===== config.mk =====
export PLATFORM = sky130hd
export DESIGN_NAME = cipt_fifo
export DESIGN_NICKNAME = d
export VERILOG_FILES = /design/src/design/cipt_pkg.sv /design/src/design/cipt_fifo.sv
export SDC_FILE = /design/constraint.sdc
export NUM_CORES = 1
export LEC_CHECK = 0
export BUFFER_PORTS_ARGS = -buffer_cell sky130_fd_sc_hd__buf_2
export CAP_MARGIN = 20
export CORE_AREA = 2 2 252 254
export CTS_BUF_LIST = sky130_fd_sc_hd__clkbuf_16
export CTS_CLUSTER_DIAMETER = 50
export DETAILED_ROUTE_END_ITERATION = 16
export DIE_AREA = 0 0 254 256
export PLACE_DENSITY = 0.65
export SLEW_MARGIN = 20
export SYNTH_ARGS = -nofsm -noshare
export SYNTH_HDL_FRONTEND = slang
export SYNTH_SLANG_ARGS = --single-unit

===== constraint.sdc =====
create_clock -name clk -period 20.2 [get_ports clk]
set_input_delay 4.04 -clock clk [delete_from_list [all_inputs] [get_ports clk]]
set_output_delay 4.04 -clock clk [all_outputs]
set_load 0.02 [all_outputs]

===== src/design/cipt_pkg.sv =====
// shared types and constants for the circle tessellator
package cipt_pkg;

    // fixed-point one in Q2.30 and rounding half-lsb for a 30-bit shift
    localparam logic [63:0] Q30_ONE  = 64'd1073741824;
    localparam logic [63:0] Q30_HALF = 64'd536870912;
    // pi in Q2.30
    localparam logic [63:0] PI_Q30   = 64'd3373259426;
    // sum of squared raw normal components below this means a degenerate normal
    localparam logic [63:0] MIN_SQ   = 64'd43;

    typedef logic [31:0] coord_t;

    // one circle after basis construction, as handed from front to back
    typedef struct packed {
        logic [2:0][31:0] cen;
        logic [31:0]      rad;
        logic [2:0][31:0] iv;
        logic [2:0][31:0] jv;
    } basis_t;

endpackage


===== src/design/cipt_fifo.sv =====
// short queue of finished circle bases between front and back
module cipt_fifo (
    input  logic             clk,
    input  logic             rst_n,
    input  logic             push_valid,
    output logic             push_ready,
    input  cipt_pkg::basis_t push_data,
    output logic             pop_valid,
    input  logic             pop_ready,
    output cipt_pkg::basis_t pop_data
);
    import cipt_pkg::*;

    localparam int DEPTH = 2;
    localparam int PW    = $clog2(DEPTH);

    basis_t        mem_reg [DEPTH];
    logic [PW-1:0] wr_ptr_reg;
    logic [PW-1:0] rd_ptr_reg;
    logic [PW:0]   count_reg;
    logic          do_push;
    logic          do_pop;

    assign push_ready = (count_reg != (PW+1)'(DEPTH));
    assign pop_valid  = (count_reg != '0);
    assign pop_data   = mem_reg[rd_ptr_reg];
    assign do_push    = push_valid && push_ready;
    assign do_pop     = pop_valid && pop_ready;

    always_ff @(posedge clk or negedge rst_n)
    begin
        if (!rst_n)
        begin
            wr_ptr_reg <= '0;
            rd_ptr_reg <= '0;
            count_reg  <= '0;
        end
        else
        begin
            if (do_push)
            begin
                wr_ptr_reg <= wr_ptr_reg + 1'b1;
            end
            if (do_pop)
            begin
                rd_ptr_reg <= rd_ptr_reg + 1'b1;
            end
            if (do_push && !do_pop)
            begin
                count_reg <= count_reg + 1'b1;
            end
            else if (do_pop && !do_push)
            begin
                count_reg <= count_reg - 1'b1;
            end
        end
    end

    always_ff @(posedge clk)
    begin
        if (do_push)
        begin
            mem_reg[wr_ptr_reg] <= push_data;
        end
    end

endmodule


==> run metrics, run 1 <==
DP Wirelength 36.6 mm; fin crit period 8490 ps; global-route wire length before repair just under 80 mm; later-pin clock latency in the skew report between 500 and 600 ps; gr ovfl total 0; # rows between 90 and 100; synthesis-stage register bit count 644; pwr dens ~160 nW/um^2; top cells by count, synth edfxtp_1, mux2_4, mux2_2; Slew Limit Headroom 0.270; CP required 16160 ps; Internal Power ~3.3 mW; Critical Path Fanout Max 59; CP top delay family buffers and inverters; CP Launch Type flop; share of layout cells above drive strength 1 0.616; DR vias about 12000; antenna viol nets, final 0; post-CTS sizing 0; vias in the first global route 12800; RSZ-0062 raised after global routing false; drt via density between 4 and 5; CTS Hold Bufs 0; Synthesis Warnings 0; Worst Setup End Kind output pin; sequential share of power 0.389; Overall Power about 4.9 mW; async set or reset register ratio after synthesis 0.00621; Final GP Congestion between 0.7 and 0.8; DRC 0; Peak Freq 0.118 GHz; Root Driver clkbuf_16; largest cells by area after synthesis edfxtp_1, mux2_4, buf_12, mux2_2, buf_8; max reg flops 640; full die area 65000 um^2; clock network power share 0.266; CTS H-Tree Depth 3; Hold Crit Class flop to flop; cts bufs inserted 75; CTS tree yes; nets around 2000; post-synthesis sequential area ratio 0.781; distinct cell type count after synthesis 17; Cell Chain, Critical Path buf_4 -> buf_4 -> buf_4 -> mux2_4 -> buf_2; worst-margin pin slew between 1000 and 1500 ps; Reg clk slew, reported paths approximately 50 ps; maximum VDD drop ~0.13 mV; GRT Util Overall 0.159; Sink Count ~640; Slew Limit Fails 0; Yosys top cell area share 0.777; slowest stage cell, crit path buf_4; Synth Area per Inst around 24 um^2; buffers added on ports around 650; Worst Setup Path Type flop to output pin; Fin Setup TNS 0 ps; final WL around 53 mm; setup bufs post-CTS 0; wire per inst just over 20 um; # Max-Cap Violations 0; Final Util 0.497; mapped cell area 24700 um^2; die height roughly 260 um; Worst EP arrival ~4500 ps; CP dominant cell by count buf_4; largest net degree at the start of global routing 75; I/O pin count approximately 650; ys flop type edfxtp_1; area leader, netlist edfxtp_1; worst path buffer plus inverter count 4; Fin Hold WS 499 ps; Final Cycle Share 0.420; DR pass1 iterations 4; Synth Instances 1014; Die Width around 250 um; combinational power share 0.345; sw frac 0.323; EDFF count, synth 640; Lkg Pwr 12.4 nW; DR iter-0 viols 671; slowest stage delay, CP between 800 and 900 ps; outcome finished, final reports clean; Post-Route Skew 28.5 ps; Initial Util 0.396; initial antenna violation count 24; P&R area growth vs syn 25.5%; Core Area approximately 62000 um^2; Switch Pwr between 1.5 and 2 mW; total nets after synthesis between 1000 and 1500; Longest Clk Path Bufs 3; Final setup violation count 0; final hold vios 0; count leader, synth edfxtp_1
-- metrics by stage --
stage	std cells	setup slack (ps)	cell area, um^2
2_1_floorplan	1014	1810	24700
3_3_place_gp	2483	11790	28500
3_5_place_dp	2483	11720	28500
4_1_cts	2619	11060	31000
5_1_grt	2633	11500	31000
6_report	2637	11720	31000
-- final timing paths --
check	cells after the start	start	endpoint	slack [ps]
min in group asynchronous	1	rst_n	wr_ptr_reg$_DFFE_PN0P_	3240
setup reg to reg	6	count_reg[0]$_DFFE_PN0P_	mem_reg[0][84]$_DFFE_PP_	15920
setup / recovery	5	rd_ptr_reg$_DFFE_PN0P_	pop_data[28]	11720
hold / removal	1	count_reg[1]$_DFFE_PN0P_	count_reg[1]$_DFFE_PN0P_	500
hold reg to reg	1	count_reg[1]$_DFFE_PN0P_	count_reg[1]$_DFFE_PN0P_	500
max in group asynchronous	1	rst_n	rd_ptr_reg$_DFFE_PN0P_	16800
-- layer usage --
layer,vias to the layer above,share of wire,global-route usage
li1,5501,-,-
met1,5922,0.36,0.173
met2,489,0.50,0.268
met3,112,0.10,0.0667
met4,12,0.033,0.0745
met5,-,0.0016,0
-- logic make-up after synthesis --
family | Yosys count | share of synthesized area
flip-flops | 644 | 0.781
multiplexers | 320 | 0.190
buffers and inverters | 37 | 0.0251
AND/OR/NAND/NOR | 7 | 0.00137
XOR/XNOR | 5 | 0.00177
adder cells (fa/ha/maj) | 1 | 0.000506
-- layout make-up --
cell class,count,area [um^2]
Antenna cell,17,42.5
Clock buffer,78,1950
Clock inverter,58,493
Fill cell,5173,31400
Inverter,1,3.75
Multi-Input combinational cell,333,4790
Sequential cell,644,19300
Tap cell,846,1060
Timing Repair Buffer,660,3360
-- power groups by stage --
| stage | logic [mW] | registers, mW | clock network, mW |
|---|---|---|---|
| after CTS | 1.70 | 1.94 | 1.34 |
| after detailed placement | 1.69 | 1.96 | 0 |
| after global routing | 1.80 | 1.94 | 1.39 |
| after global placement | 1.68 | 1.95 | 0 |
| final | 1.69 | 1.91 | 1.31 |
| after floorplan | 1.32 | 2.05 | 0 |
-- cell usage in the layout (no fill, tap or decap), drive strengths merged --
cell type  netlist  final
or2              1      1
clkinvlp         0      5
mux2           320    320
clkinv           0     27
nor2             2      2
and3             1      1
inv              1     21
bufinv           0      6
edfxtp         640    640
clkbuf           0     78
nand2b           1      1
nand2            2      2
xnor2            3      3
xor2             2      2
buf             36    660
diode            0     17
dfrtp            4      4
ha               1      1
No activity file was read; power rests on OpenSTA's default activity.
==> run 2, diff against run 1 <==
- PLACE_DENSITY: 0.65 -> 0.67
- clock period: 20.2 -> 7.5 ns (I/O delays scaled with it)
==> run 2 against run 1 <==
  * Highest routed layer unchanged
  * Largest cell class unchanged
  * Critical path type unchanged
  * Sequential cell count is the same
  * Global-route usage grew 0.11 points
  * Sequential share of layout area is essentially flat
  * Die area is the same
  * Final area is essentially flat
==> run metrics, run 2 (same netlist as run 1, synthesis figures left out) <==
antenna viol nets, final 0; Die Width roughly 250 um; DR iter-0 viols roughly 570; worst-margin pin slew 1170 ps; DP Wirelength 36.8 mm; nets 2032; I/O pin count approximately 650; wire per inst between 20 and 25 um; Worst EP arrival a little over 3000 ps; Initial Util 0.396; # Max-Cap Violations 0; DRC 0; Peak Freq about 0.22 GHz; most frequent cells in the layout buf_2, edfxtp_1, mux2_4; Core Area ~62000 um^2; Final setup violation count 0; Sink Count approximately 640; Fillers between 5000 and 6000; # rows between 90 and 100; DR pass1 iterations 5; design area roughly 31000 um^2; Post-Route Skew approximately 18 ps; commonest non-fill, non-tap cell in the layout buf_2; CTS Hold Bufs 0; DR vias between 10000 and 15000; buffers added on ports ~650; Root Driver clkbuf_16; max reg flops 640; pwr dens roughly 430 nW/um^2; Worst Setup Path Type flop to output pin; drt via density 4.61; maximum VDD drop between 0.3 and 0.4 mV; CP required 6000 ps; outcome finished, final reports clean; Worst Setup End Kind output pin; CP top delay family flip-flops; global-route wire length before repair a little under 80 mm; Critical Path Fanout Max 120; Overall Power roughly 13 mW; Reg clk slew, reported paths approximately 60 ps; Longest Clk Path Bufs 3; post-CTS sizing 0; Hold Crit Class flop to flop; setup bufs post-CTS 0; GRT Util Overall 0.160; final hold vios 0; CTS H-Tree Depth 3; Fin Setup TNS 0 ps; gr ovfl total 0; slowest stage delay, CP 980 ps; Cell Chain, Critical Path buf_12 -> mux2_4 -> buf_2; cts bufs inserted 74; Slew Limit Fails 0; worst path buffer plus inverter count 2; later-pin clock latency in the skew report approximately 600 ps; Lkg Pwr approximately 12 nW; Slew Limit Headroom 0.220; initial antenna violation count 26; die height between 200 and 300 um; final WL 53.7 mm; slowest stage cell, crit path dfrtp_4; Final Cycle Share 0.610; share of layout cells above drive strength 1 0.618; CTS tree yes; fin crit period between 4000 and 5000 ps; CP Launch Type flop; P&R area growth vs syn 25.5%; full die area around 65000 um^2; largest net degree at the start of global routing 163; vias in the first global route ~13000; Final GP Congestion a little over 0.8; Post-DP Area between 20000 and 30000 um^2; RSZ-0062 raised after global routing false
-- run 2: per-stage QoR --
stage	util	setup slack (ps)	cells	hold slack, ps
2_1_floorplan	-	687	1014	456
3_3_place_gp	0.457	3570	2477	479
3_5_place_dp	0.457	3550	2477	492
4_1_cts	0.497	2890	2610	492
5_1_grt	0.497	2780	2620	512
6_report	0.497	2930	2622	490
-- run 2: routing by layer --
layer  track usage  routed length (um)  vias to the layer above
li1              -                   -                     5462
met1         0.162               18500                     5978
met2         0.277               27300                      507
met3        0.0740                5840                      130
met4        0.0770                1870                       22
met5             0                 154                        -
-- run 2: worst paths after layout --
check / start / to / slack (ps) / depth (start not counted)
max: rd_ptr_reg$_DFFE_PN0P_ / pop_data[185] / 2930 / 3
min: count_reg[1]$_DFFE_PN0P_ / count_reg[1]$_DFFE_PN0P_ / 490 / 1
max reg2reg: count_reg[0]$_DFFE_PN0P_ / mem_reg[1][109]$_DFFE_PP_ / 5130 / 3
min reg2reg: count_reg[1]$_DFFE_PN0P_ / count_reg[1]$_DFFE_PN0P_ / 490 / 1
max in group asynchronous: rst_n / rd_ptr_reg$_DFFE_PN0P_ / 6660 / 1
min in group asynchronous: rst_n / rd_ptr_reg$_DFFE_PN0P_ / 710 / 1
-- run 2: power breakdown --
| group | switching, mW | internal [mW] |
|---|---|---|
| Combinational | 2.58 | 1.94 |
| Clock | 1.42 | 2.12 |
| Sequential | 0.266 | 4.94 |
-- run 2: worst reg2reg max path: stages, from the launching register on --
cell,delay [ps]
dfrtp_1,400
nand2b_1,160
and3_4,550
buf_12,580
-- run 2: cell type report --
type	count	area, um^2	area share
well taps	846	1060	0.0341
repair buffers	653	3360	0.108
inverters	1	3.75	0.000121
diodes	12	30.0	0.000968
clock buffers	75	1880	0.0605
multi-input cells	333	4790	0.155
clock inverters	58	577	0.0186
flip-flops and latches	644	19300	0.623
==> run 3, diff against run 2 <==
- PLACE_DENSITY: 0.67 -> 0.65
- clock period: 7.5 -> 4.61 ns (I/O delays scaled with it)
==> run 3 against run 2 <==
  * First-iteration DRC count down 0.71%
  * Non-clock buffer count up 20
  * Critical path depth unchanged
  * Sequential share of layout area down 0.093 points
  * Sequential cell count unchanged
  * Critical path type unchanged
  * Largest cell class unchanged
==> run metrics, run 3 (same netlist as run 1, synthesis figures left out) <==
CP Launch Type flop; drt via density approximately 4.6; full die area between 60000 and 70000 um^2; CP top delay family flip-flops; Worst Setup Path Type flop to output pin; Worst Setup End Kind output pin; Reg clk slew, reported paths approximately 60 ps; Peak Freq between 0.2 and 0.3 GHz; Worst EP arrival 2660 ps; Overall Power about 21 mW; Core Area between 60000 and 70000 um^2; Final GP Congestion 0.792; DP Wirelength between 30 and 40 mm; Lkg Pwr 12.4 nW; Fillers 5195; CTS tree yes; RSZ-0062 raised after global routing false; vias in the first global route 13100; Slew Limit Fails 0; largest net degree at the start of global routing ~130; final WL between 50 and 60 mm; DR vias roughly 12000; worst-margin pin slew ~910 ps; Cell Count, Final, Fillers Out ~2600; commonest non-fill, non-tap cell in the layout buf_2; DR iter-0 viols between 500 and 600; Post-DP Area ~29000 um^2; Longest Clk Path Bufs 3; most frequent cells in the layout buf_2, edfxtp_1, mux2_4; cts bufs inserted between 70 and 80; fin crit period 3580 ps; Final Cycle Share 0.776; nets 2053; CP required roughly 3700 ps; CTS Hold Bufs 0; Critical Path Fanout Max between 40 and 50; GRT Util Overall 0.163; Sink Count between 600 and 700; P&R area growth vs syn 25.7%; Final setup violation count 0; setup bufs post-CTS 0; global-route wire length before repair 79.2 mm; share of layout cells above drive strength 1 0.620; Initial Util 0.396; Post-Route Skew roughly 24 ps; antenna viol nets, final 0; slowest stage delay, CP roughly 1000 ps; initial antenna violation count 22; max reg flops 640; pwr dens roughly 700 nW/um^2; # rows a little over 90; maximum VDD drop approximately 0.42 mV; outcome finished, final reports clean; Root Driver clkbuf_16; Die Width about 250 um; final hold vios 0; wire per inst ~21 um; gr ovfl total 0; Cell Chain, Critical Path buf_4 -> mux2_4 -> buf_2; CTS H-Tree Depth 3; Fin Setup TNS 0 ps; DR pass1 iterations 4; worst path buffer plus inverter count 2; design area approximately 31000 um^2; DRC 0; I/O pin count between 600 and 700; # Max-Cap Violations 0; placed cell count 2497; post-CTS sizing 0; die height roughly 260 um; slowest stage cell, crit path dfrtp_4; Hold Crit Class input pin to async pin; later-pin clock latency in the skew report 590 ps; Slew Limit Headroom 0.395; buffers added on ports 645
[run 3: cell types whose count changed in the layout (fill, tap and decap cells not counted), moves of 3 or more]
cell       previous run  this run
buf_4                 2        18
diode_2              12        15
clkinv_8              3         0
clkinv_1              6        12
inv_1                15        12
inv_6                 5         8
buf_12                6        10
bufinv_16             8         2
[run 3: routing by layer]
layer  vias up  GRT usage  part of all wire
met5         -          0            0.0020
met4        18     0.0690             0.028
met3       118     0.0680             0.099
met2       465      0.276              0.50
met1      6086      0.180              0.37
li1       5519          -                 -
[run 3: worst reg2reg max path: stages, from the launching register on]
cell,delay [ps]
dfrtp_1,400
nand2b_1,270
and3_4,720
buf_4,620
[run 3: power by group]
group          leakage, nW  total, mW  internal (mW)  switching (mW)
clock network         1.15       5.42           3.13            2.29
registers             5.99       8.42           8.01           0.419
logic                 5.26       7.52           3.21            4.31
[run 3: final timing paths]
path                            slack, ps                       end  cells past startpoint                startpoint
worst max-delay path                 1030             pop_data[248]                      3    rd_ptr_reg$_DFFE_PN0P_
worst min-delay path                  120    rd_ptr_reg$_DFFE_PN0P_                      1                     rst_n
worst max register to register       2200  mem_reg[1][52]$_DFFE_PP_                      3  count_reg[0]$_DFFE_PN0P_
worst min register to register        490  count_reg[1]$_DFFE_PN0P_                      1  count_reg[1]$_DFFE_PN0P_
max in group asynchronous            4360    rd_ptr_reg$_DFFE_PN0P_                      1                     rst_n
min in group clk                      490  count_reg[1]$_DFFE_PN0P_                      1  count_reg[1]$_DFFE_PN0P_
[run 3: metrics by stage]
stage	hold slack [ps]	setup WS, ps	utilization
after detailed placement	480	1620	0.461
after CTS	69.6	954	0.497
final	118	1030	0.498
after floorplan	456	-1530	-
after global placement	480	1660	0.461
after global routing	93.3	913	0.498
[run 3: final cells by class]
cell class	count	area, um^2	area share
sequential	644	19300	0.622
tap	846	1060	0.0341
clock buffer	76	1900	0.0612
clock inverter	51	374	0.0120
multi-input combinational	333	4810	0.155
antenna	15	37.5	0.00121
inverter	1	3.75	0.000121
timing repair buffer	673	3560	0.115
